**config.mk**
```make
export PLATFORM = sky130hd
export DESIGN_NAME = bidir_dshot_telemetry_decoder
export DESIGN_NICKNAME = d
export VERILOG_FILES = /design/src/rtl/bdtd_pkg.sv /design/src/rtl/bidir_dshot_telemetry_decoder.sv /design/src/rtl/bdtd_div.sv /design/src/rtl/bdtd_ctrl.sv /design/src/rtl/bdtd_datapath.sv
export VERILOG_INCLUDE_DIRS = /design/src /design/src/rtl
export SDC_FILE = /design/constraint.sdc
export NUM_CORES = 1
export LEC_CHECK = 0
export BUFFER_PORTS_ARGS = -buffer_cell sky130_fd_sc_hd__buf_2
export CORE_ASPECT_RATIO = 0.7
export CORE_MARGIN = 2
export CORE_UTILIZATION = 45
export DETAILED_ROUTE_END_ITERATION = 10
export PLACE_DENSITY = 0.66
export SLEW_MARGIN = 30
export SYNTH_ARGS = -nofsm -noshare
export SYNTH_HDL_FRONTEND = slang
export SYNTH_SLANG_ARGS = --single-unit
```
**constraint.sdc**
```tcl
create_clock -name clock -period 10.2 [get_ports clock]
set_input_delay 0.51 -clock clock [delete_from_list [all_inputs] [get_ports clock]]
set_output_delay 0.51 -clock clock [all_outputs]
set_load 0.02 [all_outputs]
```
**src/rtl/bidir_dshot_telemetry_decoder_assert.svh**
```systemverilog
// Assertion macros for the telemetry decoder.
// Each expects signals named clock and reset in the module that uses it.
`ifndef BIDIR_DSHOT_TELEMETRY_DECODER_ASSERT_SVH
`define BIDIR_DSHOT_TELEMETRY_DECODER_ASSERT_SVH

// same-cycle implication
`define BDTD_ASSERT_NOW(lbl, ante, cons, msg) \
   lbl: assert property (@(posedge clock) disable iff (reset) (ante) |-> (cons)) \
      else $error(msg);

// next-cycle implication
`define BDTD_ASSERT_NEXT(lbl, ante, cons, msg) \
   lbl: assert property (@(posedge clock) disable iff (reset) (ante) |=> (cons)) \
      else $error(msg);

`endif

```
**src/rtl/bdtd_pkg.sv**
```systemverilog
package bdtd_pkg;

   localparam int STAMP_BITS   = 16;
   localparam int FRAME_BITS   = 21;
   localparam int COUNT_BITS   = 6;
   localparam int RUN_MAX      = (1 << COUNT_BITS) - 1;
   localparam int TPB_BITS     = 8;
   localparam int ERPM_BITS    = 20;
   localparam int RAW_BITS     = 16;
   localparam int STATUS_BITS  = 2;
   localparam int DIV_NUM_BITS = 20;
   localparam int DIV_DEN_BITS = 16;
   localparam int DIV_CNT_BITS = $clog2(DIV_NUM_BITS);
   localparam int RSP_FIELD_BITS = ERPM_BITS + STATUS_BITS + RAW_BITS;
   localparam int RSP_DATA_BITS  = ((RSP_FIELD_BITS + 7) / 8) * 8;

   localparam logic [DIV_NUM_BITS-1:0] ERPM_NUMERATOR = DIV_NUM_BITS'(1000000 * 60 / 100);
   localparam logic [TPB_BITS-1:0]     TPB_RESET      = TPB_BITS'(16);
   localparam logic [11:0]             DATA_ZERO_RPM  = 12'hfff;
   localparam logic [3:0]              CSUM_GOOD      = 4'hf;

   typedef enum logic [STATUS_BITS-1:0] {
      STATUS_OK     = 2'd0,
      STATUS_FRAME  = 2'd1,
      STATUS_CSUM   = 2'd2,
      STATUS_PERIOD = 2'd3
   } status_type;

   typedef enum logic [2:0] {
      ST_IDLE,
      ST_CLASSIFY,
      ST_RUN_DIV,
      ST_FILL,
      ST_DECODE,
      ST_ERPM,
      ST_ERPM_DIV,
      ST_RESULT
   } state_type;

   typedef struct packed {
      logic take_item;
      logic restart;
      logic start_run_div;
      logic run_append;
      logic fill;
      logic decode;
      logic start_erpm_div;
      logic load_result;
   } cmd_type;

   typedef struct packed {
      logic first;
      logic last;
      logic full;
      logic div_done;
      logic erpm_needed;
   } stat_type;

   // GCR quintet to nibble; codes with no meaning give zero
   function automatic logic [3:0] gcr_nibble(input logic [4:0] code);
      logic [3:0] nib;
      case (code)
         5'd9:    nib = 4'd9;
         5'd10:   nib = 4'd10;
         5'd11:   nib = 4'd11;
         5'd13:   nib = 4'd13;
         5'd14:   nib = 4'd14;
         5'd15:   nib = 4'd15;
         5'd18:   nib = 4'd2;
         5'd19:   nib = 4'd3;
         5'd21:   nib = 4'd5;
         5'd22:   nib = 4'd6;
         5'd23:   nib = 4'd7;
         5'd26:   nib = 4'd8;
         5'd27:   nib = 4'd1;
         5'd29:   nib = 4'd4;
         5'd30:   nib = 4'd12;
         default: nib = 4'd0;
      endcase
      return nib;
   endfunction

endpackage

```
**src/rtl/bidir_dshot_telemetry_decoder.sv**
```systemverilog
// Channel  Dir  Width  Contents
// req      in   16     tdata timestamp, tuser first edge, tlast last edge
// rsp      out  40     tdata erpm, status, raw_word; one word per last edge
// csr      in   8      ticks_per_bit, reset value 16
//
// A non-first edge that is not ignored uses the shared divider to round the
// gap to a run length; first or ignored edges skip the divider.
// A last edge adds fill unless the frame is full, decode and, when erpm is
// needed, a second divide for erpm, plus any wait for the result register.
// Synchronous reset restores ticks_per_bit to 16 and clears the frame state.
// A result waiting in the output register does not block new edges until
// the next result is due.
`include "bidir_dshot_telemetry_decoder_assert.svh"

module bidir_dshot_telemetry_decoder (
   input  logic                                 clock,
   input  logic                                 reset,
   input  logic                                 req_tvalid,
   output logic                                 req_tready,
   input  logic [bdtd_pkg::STAMP_BITS-1:0]      req_tdata,  // [15:0] timestamp
   input  logic                                 req_tuser,  // [0] is_first
   input  logic                                 req_tlast,
   output logic                                 rsp_tvalid,
   input  logic                                 rsp_tready,
   // [19:0] erpm, [21:20] status, [37:22] raw_word, [39:38] zero
   output logic [bdtd_pkg::RSP_DATA_BITS-1:0]   rsp_tdata,
   input  logic                                 csr_tvalid,
   output logic                                 csr_tready,
   input  logic [bdtd_pkg::TPB_BITS-1:0]        csr_tdata   // [7:0] ticks_per_bit
);
   import bdtd_pkg::*;

   logic [TPB_BITS-1:0]      tpb_ff, tpb_in;
   logic                     rsp_valid_ff, rsp_valid_in;
   logic [RSP_DATA_BITS-1:0] rsp_data_ff, rsp_data_in;
   logic                     out_free;
   cmd_type                  cmd;
   stat_type                 stat;
   logic [ERPM_BITS-1:0]     erpm;
   status_type               status;
   logic [RAW_BITS-1:0]      raw_word;

   assign csr_tready = 1'b1;
   assign tpb_in     = (csr_tvalid && csr_tready) ? csr_tdata : tpb_ff;
   assign out_free   = !rsp_valid_ff || rsp_tready;

   bdtd_ctrl u_ctrl (
      .clock     (clock),
      .reset     (reset),
      .req_valid (req_tvalid),
      .out_free  (out_free),
      .stat      (stat),
      .req_ready (req_tready),
      .cmd       (cmd)
   );

   bdtd_datapath u_datapath (
      .clock         (clock),
      .reset         (reset),
      .stamp         (req_tdata),
      .is_first      (req_tuser),
      .is_last       (req_tlast),
      .ticks_per_bit (tpb_ff),
      .cmd           (cmd),
      .stat          (stat),
      .erpm          (erpm),
      .status        (status),
      .raw_word      (raw_word)
   );

   // hold the word until taken
   always_comb begin
      rsp_valid_in = rsp_valid_ff;
      rsp_data_in  = rsp_data_ff;
      if (cmd.load_result) begin
         rsp_valid_in = 1'b1;
         rsp_data_in  = RSP_DATA_BITS'({raw_word, status, erpm});
      end else if (rsp_tready) begin
         rsp_valid_in = 1'b0;
      end
   end

   always_ff @(posedge clock) begin
      if (reset) begin
         tpb_ff       <= TPB_RESET;
         rsp_valid_ff <= 1'b0;
      end else begin
         tpb_ff       <= tpb_in;
         rsp_valid_ff <= rsp_valid_in;
      end
      rsp_data_ff <= rsp_data_in;
   end

   assign rsp_tvalid = rsp_valid_ff;
   assign rsp_tdata  = rsp_data_ff;

   `BDTD_ASSERT_NOW(a_load_into_free, cmd.load_result, out_free, "result overwrote an untaken word")
   `BDTD_ASSERT_NOW(a_err_zero_erpm, rsp_valid_ff && rsp_data_ff[21:20] != STATUS_OK, rsp_data_ff[19:0] == '0, "erpm nonzero on a failed frame")
   `BDTD_ASSERT_NOW(a_frame_err_raw, rsp_valid_ff && rsp_data_ff[21:20] == STATUS_FRAME, rsp_data_ff[37:22] == '0, "raw word kept on a frame error")
   `BDTD_ASSERT_NEXT(a_busy_after_take, cmd.take_item, !req_tready, "edge taken while one is in progress")

endmodule

```
**src/rtl/bdtd_div.sv**
```systemverilog
module bdtd_div (
   input  logic                               clock,
   input  logic                               reset,
   input  logic                               start,
   input  logic [bdtd_pkg::DIV_NUM_BITS-1:0]  num,
   input  logic [bdtd_pkg::DIV_DEN_BITS-1:0]  den,
   output logic                               done,
   output logic [bdtd_pkg::DIV_NUM_BITS-1:0]  quotient
);
   import bdtd_pkg::*;

   logic                    busy_ff, busy_in;
   logic                    done_ff, done_in;
   logic [DIV_CNT_BITS-1:0] cnt_ff, cnt_in;
   logic [DIV_DEN_BITS-1:0] rem_ff, rem_in;
   logic [DIV_DEN_BITS-1:0] den_ff, den_in;
   logic [DIV_NUM_BITS-1:0] quo_ff, quo_in;
   logic [DIV_DEN_BITS:0]   rem_sh;
   logic [DIV_DEN_BITS:0]   trial;
   logic                    fits;

   // one quotient bit a cycle, restoring
   always_comb begin
      rem_sh  = {rem_ff, quo_ff[DIV_NUM_BITS-1]};
      trial   = rem_sh - {1'b0, den_ff};
      fits    = ~trial[DIV_DEN_BITS];
      busy_in = busy_ff;
      done_in = 1'b0;
      cnt_in  = cnt_ff;
      rem_in  = rem_ff;
      den_in  = den_ff;
      quo_in  = quo_ff;
      if (start) begin
         busy_in = 1'b1;
         cnt_in  = '0;
         rem_in  = '0;
         den_in  = den;
         quo_in  = num;
      end else if (busy_ff) begin
         rem_in = fits ? trial[DIV_DEN_BITS-1:0] : rem_sh[DIV_DEN_BITS-1:0];
         quo_in = {quo_ff[DIV_NUM_BITS-2:0], fits};
         cnt_in = cnt_ff + 1'b1;
         if (cnt_ff == DIV_CNT_BITS'(DIV_NUM_BITS - 1)) begin
            busy_in = 1'b0;
            done_in = 1'b1;
         end
      end
   end

   always_ff @(posedge clock) begin
      if (reset) begin
         busy_ff <= 1'b0;
         done_ff <= 1'b0;
         cnt_ff  <= '0;
      end else begin
         busy_ff <= busy_in;
         done_ff <= done_in;
         cnt_ff  <= cnt_in;
      end
      rem_ff <= rem_in;
      den_ff <= den_in;
      quo_ff <= quo_in;
   end

   assign done     = done_ff;
   assign quotient = quo_ff;

endmodule

```
**src/rtl/bdtd_ctrl.sv**
```systemverilog
module bdtd_ctrl (
   input  logic               clock,
   input  logic               reset,
   input  logic               req_valid,
   input  logic               out_free,
   input  bdtd_pkg::stat_type stat,
   output logic               req_ready,
   output bdtd_pkg::cmd_type  cmd
);
   import bdtd_pkg::*;

   state_type state_ff, state_in;

   always_ff @(posedge clock) begin
      if (reset) begin
         state_ff <= ST_IDLE;
      end else begin
         state_ff <= state_in;
      end
   end

   always_comb begin
      state_in  = state_ff;
      cmd       = '0;
      req_ready = 1'b0;
      case (state_ff)
         ST_IDLE: begin
            req_ready = 1'b1;
            if (req_valid) begin
               cmd.take_item = 1'b1;
               state_in      = ST_CLASSIFY;
            end
         end
         ST_CLASSIFY: begin
            if (stat.first) begin
               cmd.restart = 1'b1;
               state_in    = stat.last ? ST_FILL : ST_IDLE;
            end else if (stat.full) begin
               // frame complete: drop the edge, decode bits as they are
               state_in = stat.last ? ST_DECODE : ST_IDLE;
            end else begin
               cmd.start_run_div = 1'b1;
               state_in          = ST_RUN_DIV;
            end
         end
         ST_RUN_DIV: begin
            if (stat.div_done) begin
               cmd.run_append = 1'b1;
               state_in       = stat.last ? ST_FILL : ST_IDLE;
            end
         end
         ST_FILL: begin
            cmd.fill = 1'b1;
            state_in = ST_DECODE;
         end
         ST_DECODE: begin
            cmd.decode = 1'b1;
            state_in   = ST_ERPM;
         end
         ST_ERPM: begin
            if (stat.erpm_needed) begin
               cmd.start_erpm_div = 1'b1;
               state_in           = ST_ERPM_DIV;
            end else begin
               state_in = ST_RESULT;
            end
         end
         ST_ERPM_DIV: begin
            if (stat.div_done) begin
               state_in = ST_RESULT;
            end
         end
         ST_RESULT: begin
            if (out_free) begin
               cmd.load_result = 1'b1;
               state_in        = ST_IDLE;
            end
         end
         default: begin
            state_in = ST_IDLE;
         end
      endcase
   end

endmodule

```
**src/rtl/bdtd_datapath.sv**
```systemverilog
module bdtd_datapath (
   input  logic                             clock,
   input  logic                             reset,
   input  logic [bdtd_pkg::STAMP_BITS-1:0]  stamp,
   input  logic                             is_first,
   input  logic                             is_last,
   input  logic [bdtd_pkg::TPB_BITS-1:0]    ticks_per_bit,
   input  bdtd_pkg::cmd_type                cmd,
   output bdtd_pkg::stat_type               stat,
   output logic [bdtd_pkg::ERPM_BITS-1:0]   erpm,
   output bdtd_pkg::status_type             status,
   output logic [bdtd_pkg::RAW_BITS-1:0]    raw_word
);
   import bdtd_pkg::*;

   logic [STAMP_BITS-1:0] stamp_ff;
   logic                  first_ff;
   logic                  last_ff;
   logic [STAMP_BITS-1:0] prev_ff, prev_in;
   logic [COUNT_BITS-1:0] bit_count_ff, bit_count_in;
   logic [FRAME_BITS-1:0] shift_ff, shift_in;
   logic                  run_error_ff, run_error_in;
   logic [RAW_BITS-1:0]   word_ff;
   status_type            status_ff;
   logic                  erpm_needed_ff;
   logic [DIV_DEN_BITS-1:0] period_ff;

   logic                    full;
   logic [TPB_BITS-1:0]     tpb_eff;
   logic [STAMP_BITS-1:0]   gap;
   logic                    div_start;
   logic [DIV_NUM_BITS-1:0] div_num;
   logic [DIV_DEN_BITS-1:0] div_den;
   logic                    div_done;
   logic [DIV_NUM_BITS-1:0] div_q;
   logic [COUNT_BITS-1:0]   run_len;
   logic [COUNT_BITS-1:0]   app_len;
   logic [FRAME_BITS-1:0]   app_shift;
   logic [COUNT_BITS:0]     app_sum;
   logic [COUNT_BITS-1:0]   app_count;
   logic [RAW_BITS-1:0]     dec_word;
   logic [3:0]              dec_csum;
   logic [DIV_DEN_BITS-1:0] dec_period;

   assign full    = bit_count_ff >= COUNT_BITS'(FRAME_BITS);
   assign tpb_eff = (ticks_per_bit == '0) ? TPB_BITS'(1) : ticks_per_bit;
   assign gap     = stamp_ff - prev_ff;

   // shared divider: run rounding, then erpm
   always_comb begin
      div_start = cmd.start_run_div | cmd.start_erpm_div;
      if (cmd.start_erpm_div) begin
         div_num = ERPM_NUMERATOR + DIV_NUM_BITS'(period_ff >> 1);
         div_den = period_ff;
      end else begin
         div_num = DIV_NUM_BITS'(gap) + DIV_NUM_BITS'(tpb_eff >> 1);
         div_den = DIV_DEN_BITS'(tpb_eff);
      end
   end

   bdtd_div u_div (
      .clock    (clock),
      .reset    (reset),
      .start    (div_start),
      .num      (div_num),
      .den      (div_den),
      .done     (div_done),
      .quotient (div_q)
   );

   // append a one followed by len-1 zeros, saturate the count
   always_comb begin
      run_len   = (div_q > DIV_NUM_BITS'(RUN_MAX)) ? COUNT_BITS'(RUN_MAX)
                                                   : div_q[COUNT_BITS-1:0];
      app_len   = cmd.fill ? (COUNT_BITS'(FRAME_BITS) - bit_count_ff) : run_len;
      app_shift = (shift_ff << app_len) | (FRAME_BITS'(1) << (app_len - 1'b1));
      app_sum   = {1'b0, bit_count_ff} + {1'b0, app_len};
      app_count = (app_sum > (COUNT_BITS + 1)'(RUN_MAX)) ? COUNT_BITS'(RUN_MAX)
                                                         : app_sum[COUNT_BITS-1:0];
   end

   always_comb begin
      prev_in      = prev_ff;
      bit_count_in = bit_count_ff;
      shift_in     = shift_ff;
      run_error_in = run_error_ff;
      if (cmd.restart) begin
         prev_in      = stamp_ff;
         bit_count_in = '0;
         shift_in     = '0;
         run_error_in = 1'b0;
      end
      if (cmd.start_run_div) begin
         prev_in = stamp_ff;
      end
      if (cmd.run_append) begin
         if (div_q == '0) begin
            run_error_in = 1'b1;
         end else begin
            shift_in     = app_shift;
            bit_count_in = app_count;
         end
      end
      if (cmd.fill && !full) begin
         shift_in     = app_shift;
         bit_count_in = app_count;
      end
   end

   always_comb begin
      dec_word   = {gcr_nibble(shift_ff[19:15]), gcr_nibble(shift_ff[14:10]),
                    gcr_nibble(shift_ff[9:5]), gcr_nibble(shift_ff[4:0])};
      dec_csum   = dec_word[15:12] ^ dec_word[11:8] ^ dec_word[7:4] ^ dec_word[3:0];
      dec_period = DIV_DEN_BITS'(dec_word[12:4]) << dec_word[15:13];
   end

   always_ff @(posedge clock) begin
      if (reset) begin
         prev_ff        <= '0;
         bit_count_ff   <= '0;
         shift_ff       <= '0;
         run_error_ff   <= 1'b0;
         erpm_needed_ff <= 1'b0;
      end else begin
         prev_ff      <= prev_in;
         bit_count_ff <= bit_count_in;
         shift_ff     <= shift_in;
         run_error_ff <= run_error_in;
         if (cmd.decode) begin
            erpm_needed_ff <= (bit_count_ff == COUNT_BITS'(FRAME_BITS)) && !run_error_ff &&
                              (dec_csum == CSUM_GOOD) && (dec_word[15:4] != DATA_ZERO_RPM) &&
                              (dec_word[12:4] != '0);
         end
      end
      if (cmd.take_item) begin
         stamp_ff <= stamp;
         first_ff <= is_first;
         last_ff  <= is_last;
      end
      if (cmd.decode) begin
         period_ff <= dec_period;
         if (bit_count_ff != COUNT_BITS'(FRAME_BITS) || run_error_ff) begin
            status_ff <= STATUS_FRAME;
            word_ff   <= '0;
         end else if (dec_csum != CSUM_GOOD) begin
            status_ff <= STATUS_CSUM;
            word_ff   <= dec_word;
         end else if (dec_word[15:4] == DATA_ZERO_RPM) begin
            status_ff <= STATUS_OK;
            word_ff   <= dec_word;
         end else if (dec_word[12:4] == '0) begin
            status_ff <= STATUS_PERIOD;
            word_ff   <= dec_word;
         end else begin
            status_ff <= STATUS_OK;
            word_ff   <= dec_word;
         end
      end
   end

   always_comb begin
      stat.first       = first_ff;
      stat.last        = last_ff;
      stat.full        = full;
      stat.div_done    = div_done;
      stat.erpm_needed = erpm_needed_ff;
   end

   assign erpm     = erpm_needed_ff ? div_q[ERPM_BITS-1:0] : '0;
   assign status   = status_ff;
   assign raw_word = word_ff;

endmodule

```
---- After elaboration in Yosys (flattened, before gate mapping) ----
Memory sizes are Yosys's and may differ from the RTL's. A register that Yosys moved wholly into a read port is not among the register bits.
Index checks and enable logic that the tools add are counted.
storage, ports and cells
  flip-flop bits (word level) ............. 206
  bits in read-only memories .............. 512
  input bits .............................. 31
  word-level logic and storage cells ...... 147
  memories ................................ 4
operators by class
  add/subtract/negate cells ............... 8
  $lt $le $gt $ge ......................... 3
  eq/ne operators ......................... 18
  shift-type cells ........................ 3
  mux-type cells .......................... 60
  bitwise operators ....................... 7
  reductions and logical operators ........ 21
memories
  memory            words  bits a word  rd ports  clocked after Yosys merged registers in  wr ports  RTL line        source
  (name not given)  32     4            1         1                                        0         bdtd_pkg.sv:62  case (code)
  (name not given)  32     4            1         1                                        0         bdtd_pkg.sv:62
  (name not given)  32     4            1         1                                        0         bdtd_pkg.sv:62
  (name not given)  32     4            1         1                                        0         bdtd_pkg.sv:62
operators by type and width
  operator                                                                          count
  21-bit 2-to-1 mux                                                                 4
  20-bit 2-to-1 mux                                                                 3
  16-bit 2-to-1 mux                                                                 3
  6-bit 2-to-1 mux                                                                  7
  1-bit 2-to-1 mux                                                                  24
  3-bit one-hot mux with 8 select lines                                             1
  3-bit 2-to-1 mux                                                                  7
  21-bit OR                                                                         1
  1-bit by 6-bit << shifter with 21-bit output, first input constant                1
  21-bit by 6-bit << shifter with 21-bit output                                     1
  20-bit by 15-bit adder with 20-bit output, first input constant                   1
  20-bit by 6-bit greater-than comparator with 1-bit output, second input constant  1
  20-bit logical NOT                                                                1
  5-bit 2-to-1 mux                                                                  4
  16-bit by 7-bit adder with 17-bit output                                          1
  17-bit by 16-bit subtractor with 17-bit output                                    1
  8-bit 2-to-1 mux                                                                  2
  9-bit by 3-bit << shifter with 16-bit output                                      1
  16-bit subtractor                                                                 1
  12-bit == test, second input constant                                             1
  3-bit == test, second input constant                                              4
  12-bit inequality test, second input constant                                     1
  4-bit XOR                                                                         3
  2-bit 2-to-1 mux                                                                  5
  other kinds (28)                                                                  41

---- Longest topological paths before layout ----
Gate-level depths: netlist (run 1).
  depth in word-level cells ............... 10
  depth in mapped cells ................... 17
  gate-level depth less buffers ........... 17

---- By module ----
A second synthesis (run 1) with hierarchy kept.
second synthesis, totals
  cell total of the unflattened synthesis .. 1370
  area total of the unflattened synthesis .. 13274.0 sq um
by module, submodules not included
  module                         times used  cells each  area each (sq um)  sequential area each (sq um)
  bdtd_datapath                  1           965         8281.7             2762.6
  bdtd_div                       1           292         3189.3             1541.5
  bidir_dshot_telemetry_decoder  1           73          1496.4             1321.3
  bdtd_ctrl                      1           40          306.5              60.1

---- Least setup slack after synthesis (run 1) ----
OpenSTA, ideal clock, no wires.
  path type ............................... register to register
  start ................................... reg u_ctrl.state_ff[2]
  end ..................................... reg u_datapath.erpm_needed_ff
  library setup time ...................... 0.128 ns
  data arrival time ....................... 3.733 ns
  required time ........................... 10.072 ns
  slack ................................... 6.340 ns
  cell stages (with the launch flop) ...... 5
  clock period less this slack ............ 3.860 ns
  path through ............................ dfxtp_1 clkbuf_1 nor3b_1 mux2i_1 nor2_1
on the way
  word-level cells in the longest chain between the ends .. 2
ends and longest elaborated chain
  what                      RTL line              source
  start: declaration        bdtd_ctrl.sv:12       state_type state_ff, state_in;
  start signal: assignment  bdtd_ctrl.sv:18       state_ff <= state_in;
  3-bit == test             bdtd_ctrl.sv:26       case (state_ff)
  1-bit 2-to-1 mux          bdtd_ctrl.sv:26
  end signal: assignment    bdtd_datapath.sv:130  erpm_needed_ff <= (bit_count_ff == COUNT_BITS'(FRAME_BITS)) && !run_error_ff &&
  end: declaration          bdtd_datapath.sv:25   logic erpm_needed_ff;
Every way passes these cells.
A chain may end at the register's enable or synchronous reset.

---- Worst setup path in the final report (run 1) ----
  start ................................... reg u_datapath.u_div.quo_ff[19] (netlist: u_datapath.u_div.quotient[19])
  end ..................................... reg u_datapath.bit_count_ff[4]
on the way
  word-level cells in the longest chain between the ends .. 9
ends and longest elaborated chain
  what                                                       RTL line              source
  start: declaration                                         bdtd_div.sv:17        logic [DIV_NUM_BITS-1:0] quo_ff, quo_in;
  start signal: assignment                                   bdtd_div.sv:62        quo_ff <= quo_in;
  20-bit by 6-bit greater-than comparator with 1-bit output  bdtd_datapath.sv:73   run_len = (div_q > DIV_NUM_BITS'(RUN_MAX)) ? COUNT_BITS'(RUN_MAX)
  6-bit 2-to-1 mux                                           bdtd_datapath.sv:73
  6-bit 2-to-1 mux                                           bdtd_datapath.sv:75   app_len = cmd.fill ? (COUNT_BITS'(FRAME_BITS) - bit_count_ff) : run_len;
  6-bit by 6-bit adder with 7-bit output                     bdtd_datapath.sv:77   app_sum = {1'b0, bit_count_ff} + {1'b0, app_len};
  7-bit by 6-bit greater-than comparator with 1-bit output   bdtd_datapath.sv:78   app_count = (app_sum > (COUNT_BITS + 1)'(RUN_MAX)) ? COUNT_BITS'(RUN_MAX)
  6-bit 2-to-1 mux                                           bdtd_datapath.sv:78
  6-bit 2-to-1 mux                                           bdtd_datapath.sv:97   if (div_q == '0) begin
  6-bit 2-to-1 mux                                           bdtd_datapath.sv:96   if (cmd.run_append) begin
  6-bit 2-to-1 mux (*)                                       bdtd_datapath.sv:104  if (cmd.fill && !full) begin
  end signal: assignment                                     bdtd_datapath.sv:126  bit_count_ff <= bit_count_in;
  end: declaration                                           bdtd_datapath.sv:20   logic [COUNT_BITS-1:0] bit_count_ff, bit_count_in;
Mark *: on every way between the ends. The rest lies on a longest branch, timed or not.

==> run metrics, run 1 <==
status=finished, final reports clean; RSZ-0062 raised after global routing=false; Synth Warn #=0; Hold WC Path Type=primary input to register; clk buf depth=3; pin count of the biggest net entering global routing=60; full die area=30,200 um^2; FILL cells=2,582; Critical Path RT=10,560 ps; ant diodes=0; Post-Synth Simple-Gate Area=0.166; WL/cell=19.0 um; fmax=227 MHz; critical-path cell list=nor4_2, and4_1, a21o_2, inv_4, fa_1, maj3_1, a21oi_1, o21ai_0, a211oi_2, a221oi_1; layout cells sized above 1=0.130; H-tree Lvls=1; DR pass1 iterations=5; Relative slew margins=0.387; Hold Buf Count CTS=0; met1 Use GR=0.363; Max Cap Viol=0; global routing usage on met3=0.0450; combinational power share=0.393; Tot GR Track Use=0.218; PortBufs=70; Antenna Nets Post-Route=0; TritonCTS Buffers=23; Clk pwr share=0.244; mapped cell area=13,000 um^2; Die Width=207 um; sw power=1.32 mW; Most used DFF post-synth=edfxtp_1; Adder-Cell Fraction of Synth Area=0.0591; EDFF count, synth=126; Flop pwr share=0.363; sequential area share after synthesis=0.439; Synth-to-Final Area Change=10.6%; Compound-Gate Fraction of Synth Area=0.182; fin crit share=0.432; Setup Fix Bufs, Post-CTS=0; Slowest-stage cell, CP=and4_1; Vert. Die Dim=146 um; Final min period=4400 ps; CTS tree=built; clk_lat worst skew=530 ps; CTS root buf=clkbuf_16; first-pass GRT wire length=52,000 um; Initial Utilization=0.461; mux cell area share after synthesis=0.0617; Final Slew Violations=0; vias in the first global route=9,230; Switching Fraction=0.376; Core Area=28,100 um^2; row count=51; initial antenna violation count=0; Fin. Hold Viols=0; Vias=10,057; M2 GR Usage=0.282; total power draw=3.52 mW; Syn Area/Cell=9.85 um^2; Routed WL=33,000 um; P_leak=5.45 nW; internal power=2.20 mW; clock sinks=221; Async SR Flop Fraction=0; #FFs+latches synth=221; Least-Margin Pin Slew=919 ps; CP peak stage delay=670 ps; post-synth cell types=109; Setup-failing EPs final=0; critical path endpoint category=register; clock slew at reported path FFs=60 ps; IO Pins=74; Via-to-Cell Ratio=5.79; Critical Path AT=4770 ps; worst-path fanout max=31; grt ovf=0; First DRT Iteration DRCs=1,077; DRC violations left=0; Crit Path Category=register to register; XOR/XNOR share of the synthesized area=0.0472; cell count after synthesis=1,316; post-DP HPWL=24,000 um; largest family of logic cells by synthesized area=compound AO/OA/AOI/OAI gates; final setup TNS=0 ps; startpoint class of the critical path=register; RePlAce Congestion=0.948; PD cells=246 nW/um^2; post-cts gate resize count=0; VDD IR max=0.117 mV; final-stage net count=1,439; Setup Skew=13.1 ps; gr busiest metal=met1
-- path summary, 6_finish.rpt --
check                                          start                                    end  slack [ps]  depth (start not counted)
max          u_datapath.u_div.quotient[19]$_DFFE_PP_  u_datapath.bit_count_ff[4]$_SDFF_PP0_        5800                         10
min                                    req_tdata[14]      u_datapath.stamp_ff[14]$_DFFE_PP_         150                          1
max reg2reg  u_datapath.u_div.quotient[19]$_DFFE_PP_  u_datapath.bit_count_ff[4]$_SDFF_PP0_        5800                         10
min reg2reg    u_datapath.raw_word[12]$_SDFFCE_PP0P_                rsp_tdata[34]$_DFFE_PP_         420                          0
-- synth_stat cells (34+ instances only) --
master	n	area share
o21ai_0	63	0.024
mux2i_1	63	0.049
ha_1	54	0.052
edfxtp_1	126	0.29
nor3_1	34	0.013
inv_1	62	0.018
xnor2_1	49	0.033
nand2_1	119	0.034
and2_1	57	0.028
nor2_1	98	0.028
a21oi_1	73	0.028
clkbuf_1	43	0.012
dfxtp_1	95	0.15
-- cell usage in the layout, fill, tap and decap left out, types with 6 or more instances in the layout --
cell,n
a21o_1,16
nand3_1,21
a31oi_1,9
buf_2,70
nand4_1,10
a211oi_1,27
edfxtp_1,126
a21boi_0,7
o22ai_1,7
mux2_2,9
a22oi_1,6
o21bai_1,7
nor3_1,33
o211ai_1,6
a221oi_1,15
or3_1,6
mux2i_1,63
inv_1,62
nor2b_1,16
nor2_1,96
and2_1,56
dfxtp_1,95
xnor2_1,49
xor2_1,19
o21ai_0,63
clkbuf_16,23
ha_1,54
a21oi_1,73
and3_1,7
nand2_1,119
o21a_1,12
o21ai_1,7
buf_4,6
nand2b_1,9
-- critical path, delay by kind of cell (launching register included) --
kind | cells | cell delay [ps]
AOI/OAI and AO/OA | 5 | 1630
DFF | 1 | 430
buffers and inverters | 1 | 280
and+or+nand+nor | 2 | 1040
adders and majority gates | 2 | 860
-- metrics by stage --
| stage | setup slack [ps] | cells | hold slack, ps | util | area [um^2] |
|---|---|---|---|---|---|
| 2_1_floorplan | 6340 | 1317 | 400 | - | 13000 |
| 3_3_place_gp | 5860 | 1695 | 404 | 0.481 | 13500 |
| 3_5_place_dp | 5720 | 1696 | 405 | 0.482 | 13500 |
| 4_1_cts | 5720 | 1738 | 133 | 0.510 | 14300 |
| 5_1_grt | 5540 | 1738 | 134 | 0.510 | 14300 |
| 6_report | 5800 | 1738 | 153 | 0.510 | 14300 |
-- final cells by class --
type                            instances  area (um^2)  share of cell area
Multi-Input combinational cell        959         6720               0.469
Sequential cell                       221         5690               0.397
Clock buffer                           31          656              0.0458
Tap cell                              371          464              0.0324
Timing Repair Buffer                   77          423              0.0295
Inverter                               68          258              0.0180
Clock inverter                         11          115             0.00804
-- power by group through the flow --
stage | sequential [mW] | combinational, mW | clock [mW]
3_3_place_gp | 1.28 | 1.34 | 0
3_5_place_dp | 1.29 | 1.37 | 0
4_1_cts | 1.27 | 1.37 | 0.875
2_1_floorplan | 1.23 | 1.09 | 0
5_1_grt | 1.29 | 1.53 | 0.906
6_report | 1.28 | 1.38 | 0.859
-- logic make-up (layout without fill, tap and decap cells) --
family | count (synthesis) | after routing
other | 2 | 3
flip-flops | 221 | 221
multiplexers | 77 | 77
AND/OR/NAND/NOR | 423 | 423
AO/OA/AOI/OAI | 328 | 328
adder cells (fa/ha/maj) | 59 | 59
buffers and inverters | 137 | 187
XOR/XNOR | 69 | 69
-- metal layers --
| layer | wire, um | part of all wire |
|---|---|---|
| met1 | 16900 | 0.51 |
| met2 | 12700 | 0.38 |
| met3 | 2870 | 0.087 |
| met4 | 512 | 0.016 |
| met5 | 41 | 0.0012 |
-- sequential cells by signal, summed over array words and instances (netlist names), 2 cells and up --
name,flops
tpb_ff,8
u_datapath.u_div.den_ff,16
u_datapath.dec_word,16
u_datapath.bit_count_ff,6
u_datapath.u_div.cnt_ff,5
u_datapath.u_div.rem_ff,16
u_datapath.u_div.quotient,20
u_datapath.stamp_ff,16
u_datapath.period_ff,16
u_datapath.raw_word,16
u_datapath.prev_ff,16
u_ctrl.state_ff,3
rsp_tdata,38
u_datapath.status,2
u_datapath.shift_ff,20
(Power assumes the default switching activity.)
==> run 2: changes to the inputs <==
clock period = 4.1 ns   (was 10.2 ns; I/O delays follow)
==> run 2 against run 1 <==
Global-route usage grew 0.57 points. Die area is the same. Sequential power grew 150%. Highest routed layer is now met4. Hold slack lost 120 ps. Via count grew 3.7%. Power grew to 2.6 times the previous value. Design area grew 3.6%. Critical endpoint is now u_datapath.u_div.quotient[9]$_DFFE_PP_.
==> run metrics, run 2 (same netlist as run 1, synthesis figures left out) <==
Critical Path AT=4120 ps; number of flip-flops in the largest register=38; Fin. Hold Viols=0; status=finished, final reports clean; clock slew at reported path FFs=70 ps; post-DP HPWL=24,600 um; TritonCTS Buffers=24; Final Slew Violations=0; final setup margin=238 ps; commonest non-fill, non-tap cells in the layout=126 x edfxtp_1, 119 x nand2_1, 97 x nor2_1; Crit Path Category=register to register; DRC violations left=0; critical path endpoint category=register; clk buf depth=3; DR pass1 iterations=5; r2r worst-path depth=15; fmax=259 MHz; Setup-failing EPs final=0; Setup Skew=16.8 ps; Die Width=207 um; first-pass GRT wire length=53,600 um; internal power=5.65 mW; Vias=10,430; Synth-to-Final Area Change=14.5%; Clk pwr share=0.254; final-stage net count=1,495; full die area=30,200 um^2; commonest non-fill, non-tap cell in the layout=edfxtp_1; clock sinks=221; critical-path cell list=ha_1, nor2b_1, o31ai_2, or2b_1, a211oi_1, nor2_1, ha_1, o21ai_0, o21bai_1, a21oi_1, nor4b_1, xnor2_1, nor2_1, a211oi_1, a21oi_1; startpoint class of the critical path=register; fin crit share=0.942; Routed WL=34,100 um; vias in the first global route=9,596; RePlAce Congestion=0.945; First DRT Iteration DRCs=888; ant diodes=0; Switching Fraction=0.371; grt ovf=0; clk_lat worst skew=520 ps; post-cts gate resize count=0; Max Cap Viol=0; CTS root buf=clkbuf_16; final setup TNS=0 ps; Initial Utilization=0.461; CTS tree=built; H-tree Lvls=1; initial antenna violation count=0; P_leak=5.72 nW; CP peak stage delay=480 ps; IO Pins=74; VDD IR max=0.327 mV; combinational power share=0.397; row count=51; Vert. Die Dim=146 um; Hold WC Path Type=primary input to register; Hold Buf Count CTS=26; sw power=3.34 mW; Finished Layout Cells=1,795; pin count of the biggest net entering global routing=42; Slowest-stage cell, CP=nor4b_1; FILL cells=2,522; WL/cell=19.0 um; Via-to-Cell Ratio=5.81; Core Area=28,100 um^2; PD cells=606 nW/um^2; worst-path fanout max=3; placed cells=1,725; Least-Margin Pin Slew=889 ps; Antenna Nets Post-Route=0; Flop pwr share=0.350; Tot GR Track Use=0.223; pre-CTS setup slack=294 ps; Hold Crit Depth=3; RSZ-0062 raised after global routing=false; Setup Fix Bufs, Post-CTS=0; PortBufs=70; layout cells sized above 1=0.146; Relative slew margins=0.407; Final min period=3860 ps; Critical Path RT=4360 ps
==> run 2: cell count changes in the layout (fill, tap and decap cells not counted), sizes merged <==
cell and delta:
clkinv +1, bufinv +1, dlygate4sd3 +26, buf +29
==> run 2: metal layers <==
metal,vias up,part of all wire,global-route usage
met5,-,0,0
met4,0,0.019,0.0489
met2,386,0.40,0.301
met1,4998,0.51,0.367
met3,43,0.077,0.0340
li1,5003,-,-
==> run 2: final timing paths <==
kind                                         startpoint                                      to  slack, ps
setup reg to reg       u_datapath.stamp_ff[1]$_DFFE_PP_  u_datapath.u_div.quotient[9]$_DFFE_PP_        240
hold / removal                               req_tvalid         u_ctrl.state_ff[0]$_SDFFE_PP0P_         30
hold reg to reg   u_datapath.raw_word[15]$_SDFFCE_PP0P_                 rsp_tdata[37]$_DFFE_PP_        420
setup / recovery       u_datapath.stamp_ff[1]$_DFFE_PP_  u_datapath.u_div.quotient[9]$_DFFE_PP_        240
==> run 2: cell type report <==
type / count / area [um^2] / share of cell area
Clock inverter: 13 / 155 / 0.0105
Timing Repair Buffer: 132 / 881 / 0.0594
Clock buffer: 31 / 678 / 0.0457
Multi-Input combinational cell: 959 / 6720 / 0.453
Inverter: 68 / 258 / 0.0174
Sequential cell: 221 / 5690 / 0.383
Tap cell: 371 / 464 / 0.0313
==> run 2: power by group through the flow <==
stage / clock network (mW) / registers, mW / logic, mW
floorplan: 0 / 3.06 / 2.72
global placement: 0 / 3.16 / 3.42
detailed placement: 0 / 3.18 / 3.48
CTS: 2.31 / 3.14 / 3.53
global route: 2.41 / 3.18 / 3.93
finish: 2.28 / 3.14 / 3.57
==> run 2: worst max-delay path, delay by kind of cell, from the launching register on <==
family	cells	cell delay, ps
AO/OA/AOI/OAI	7	1270
flip-flops	1	450
AND/OR/NAND/NOR	5	1070
adder cells (fa/ha/maj)	2	640
XOR/XNOR	1	180
==> run 2: per-stage QoR <==
step                power, mW  cell area, um^2  utilization  hold slack [ps]
floorplan                5.77            13000            -              304
global placement         6.58            13700        0.489              381
detailed placement       6.66            13700        0.490              383
CTS                      8.98            14800        0.528             22.6
global route             9.52            14800        0.528             56.2
finish                   8.99            14800        0.528             30.9
==> run 3: changes to the inputs <==
==> constraint.sdc (replaced) <==
create_clock -name clock -period 4.1 [get_ports clock]
set_input_delay 0.41 -clock clock [delete_from_list [all_inputs] [get_ports clock]]
set_output_delay 0.41 -clock clock [all_outputs]
set_load 0.02 [all_outputs]
==> run 3 against run 2 <==
Combinational power barely moved. Clock power shrank 4%. Critical path depth decreased by 1. Non-clock buffer count decreased by 23. Sequential share of layout area up 0.66 points. Largest cell class unchanged. Die area stayed put. Final cell count down 1.3%.
==> run metrics, run 3 (same netlist as run 1, synthesis figures left out) <==
status=finished, final reports clean; first-pass GRT wire length=52,500 um; Setup Fix Bufs, Post-CTS=0; startpoint class of the critical path=register; VDD IR max=0.314 mV; Critical Path AT=4000 ps; Hold WC Path Type=primary input to register; FILL cells=2,535; Synth-to-Final Area Change=12.6%; CP peak stage delay=480 ps; full die area=30,200 um^2; Least-Margin Pin Slew=915 ps; pin count of the biggest net entering global routing=43; ant diodes=0; commonest non-fill, non-tap cells in the layout=126 x edfxtp_1, 119 x nand2_1, 97 x nor2_1; grt ovf=0; hold_sp=req_tuser; Die Width=207 um; vias in the first global route=9,287; post-cts gate resize count=0; Core Area=28,100 um^2; Fin. Hold Viols=0; worst path bufs/invs=2; WL/cell=18.9 um; clock sinks=221; Critical Path RT=4360 ps; Flop pwr share=0.354; Slowest-stage cell, CP=or4b_1; combinational power share=0.401; clock slew at reported path FFs=70 ps; CTS tree=built; Antenna Nets Post-Route=0; Final min period=3730 ps; number of flip-flops in the largest register=38; CTS root buf=clkbuf_16; commonest non-fill, non-tap cell in the layout=edfxtp_1; sw power=3.35 mW; Tot GR Track Use=0.222; Final Slew Violations=0; Setup Skew=15.5 ps; clk_lat worst skew=540 ps; Final Cell Area=14,600 um^2; crit-path leading delay family=compound AO/OA/AOI/OAI gates; Via-to-Cell Ratio=5.77; CP most frequent cell=inv_1; RePlAce Congestion=0.937; final-stage net count=1,472; Max Cap Viol=0; Vias=10,220; First DRT Iteration DRCs=941; internal power=5.51 mW; PortBufs=70; Routed WL=33,500 um; Post-DP Area=13,800 um^2; row count=51; PD cells=607 nW/um^2; critical-path cell list=inv_1, ha_1, inv_1, fa_1, a211oi_1, o21ai_0, nand2_1, a21oi_1, or4b_1, a21o_1, a2111oi_4, nand4_1, xnor2_1, o221ai_1; post-DP HPWL=24,600 um; Setup-failing EPs final=0; TritonCTS Buffers=24; RSZ-0062 raised after global routing=false; Clk pwr share=0.246; fmax=268 MHz; Initial Utilization=0.461; Crit Path Category=register to register; Setup crit start=u_datapath.stamp_ff[0]$_DFFE_PP_; IO Pins=74; DR pass1 iterations=5; H-tree Lvls=1; critical path endpoint category=register; DRC violations left=0; Switching Fraction=0.378; Vert. Die Dim=146 um; clk buf depth=3; layout cells sized above 1=0.152; Critical R2R Launch=u_datapath.stamp_ff[0]$_DFFE_PP_; P_leak=5.61 nW; Relative slew margins=0.389; Hold Buf Count CTS=0; final setup TNS=0 ps; initial antenna violation count=0; worst-path fanout max=4; fin crit share=0.911
-- run 3: cell count changes in the layout (fill, tap and decap cells not counted), moves of 2 or more --
cell	previous run	this run
dlygate4sd3_1	26	0
inv_6	1	4
buf_4	36	38
bufinv_16	3	1
clkbuf_8	3	1
-- run 3: cell type report --
type | count | area, um^2 | share of cell area
Tap cell | 371 | 464 | 0.0318
Clock inverter | 15 | 143 | 0.00978
Sequential cell | 221 | 5690 | 0.390
Clock buffer | 29 | 651 | 0.0446
Inverter | 68 | 258 | 0.0177
Multi-Input combinational cell | 959 | 6720 | 0.461
Timing Repair Buffer | 109 | 663 | 0.0455
-- run 3: final timing paths --
check / to / cells past startpoint / slack, ps
setup / recovery: u_datapath.u_div.quotient[15]$_DFFE_PP_ / 14 / 370
hold / removal: u_datapath.first_ff$_DFFE_PP_ / 1 / 40
setup reg to reg: u_datapath.u_div.quotient[15]$_DFFE_PP_ / 14 / 370
hold reg to reg: rsp_tdata[29]$_DFFE_PP_ / 0 / 430
-- run 3: metrics by stage --
stage / hold slack, ps / cells / utilization / setup slack [ps] / total power [mW]
after global routing: 14.7 / 1772 / 0.520 / 97.6 / 9.40
final: 41.4 / 1772 / 0.520 / 366 / 8.86
after CTS: 10.9 / 1772 / 0.519 / 256 / 8.88
after floorplan: 400 / 1317 / - / 240 / 5.77
after detailed placement: 405 / 1728 / 0.491 / 307 / 6.67
after global placement: 403 / 1727 / 0.490 / 443 / 6.59
-- run 3: power by group through the flow --
| stage | Combinational, mW | Sequential, mW | Clock [mW] |
|---|---|---|---|
| after floorplan | 2.72 | 3.06 | 0 |
| after global placement | 3.43 | 3.16 | 0 |
| after detailed placement | 3.50 | 3.17 | 0 |
| after CTS | 3.52 | 3.13 | 2.23 |
| after global routing | 3.91 | 3.18 | 2.32 |
| final | 3.55 | 3.14 | 2.18 |
-- run 3: routing by layer --
metal | GRT usage | wire [um] | vias up | part of all wire
met1 | 0.362 | 16800 | 4838 | 0.50
met2 | 0.287 | 12800 | 413 | 0.38
met5 | 0 | 0 | - | 0
met3 | 0.0540 | 3200 | 42 | 0.096
met4 | 0.0457 | 644 | 0 | 0.019
li1 | - | - | 4927 | -
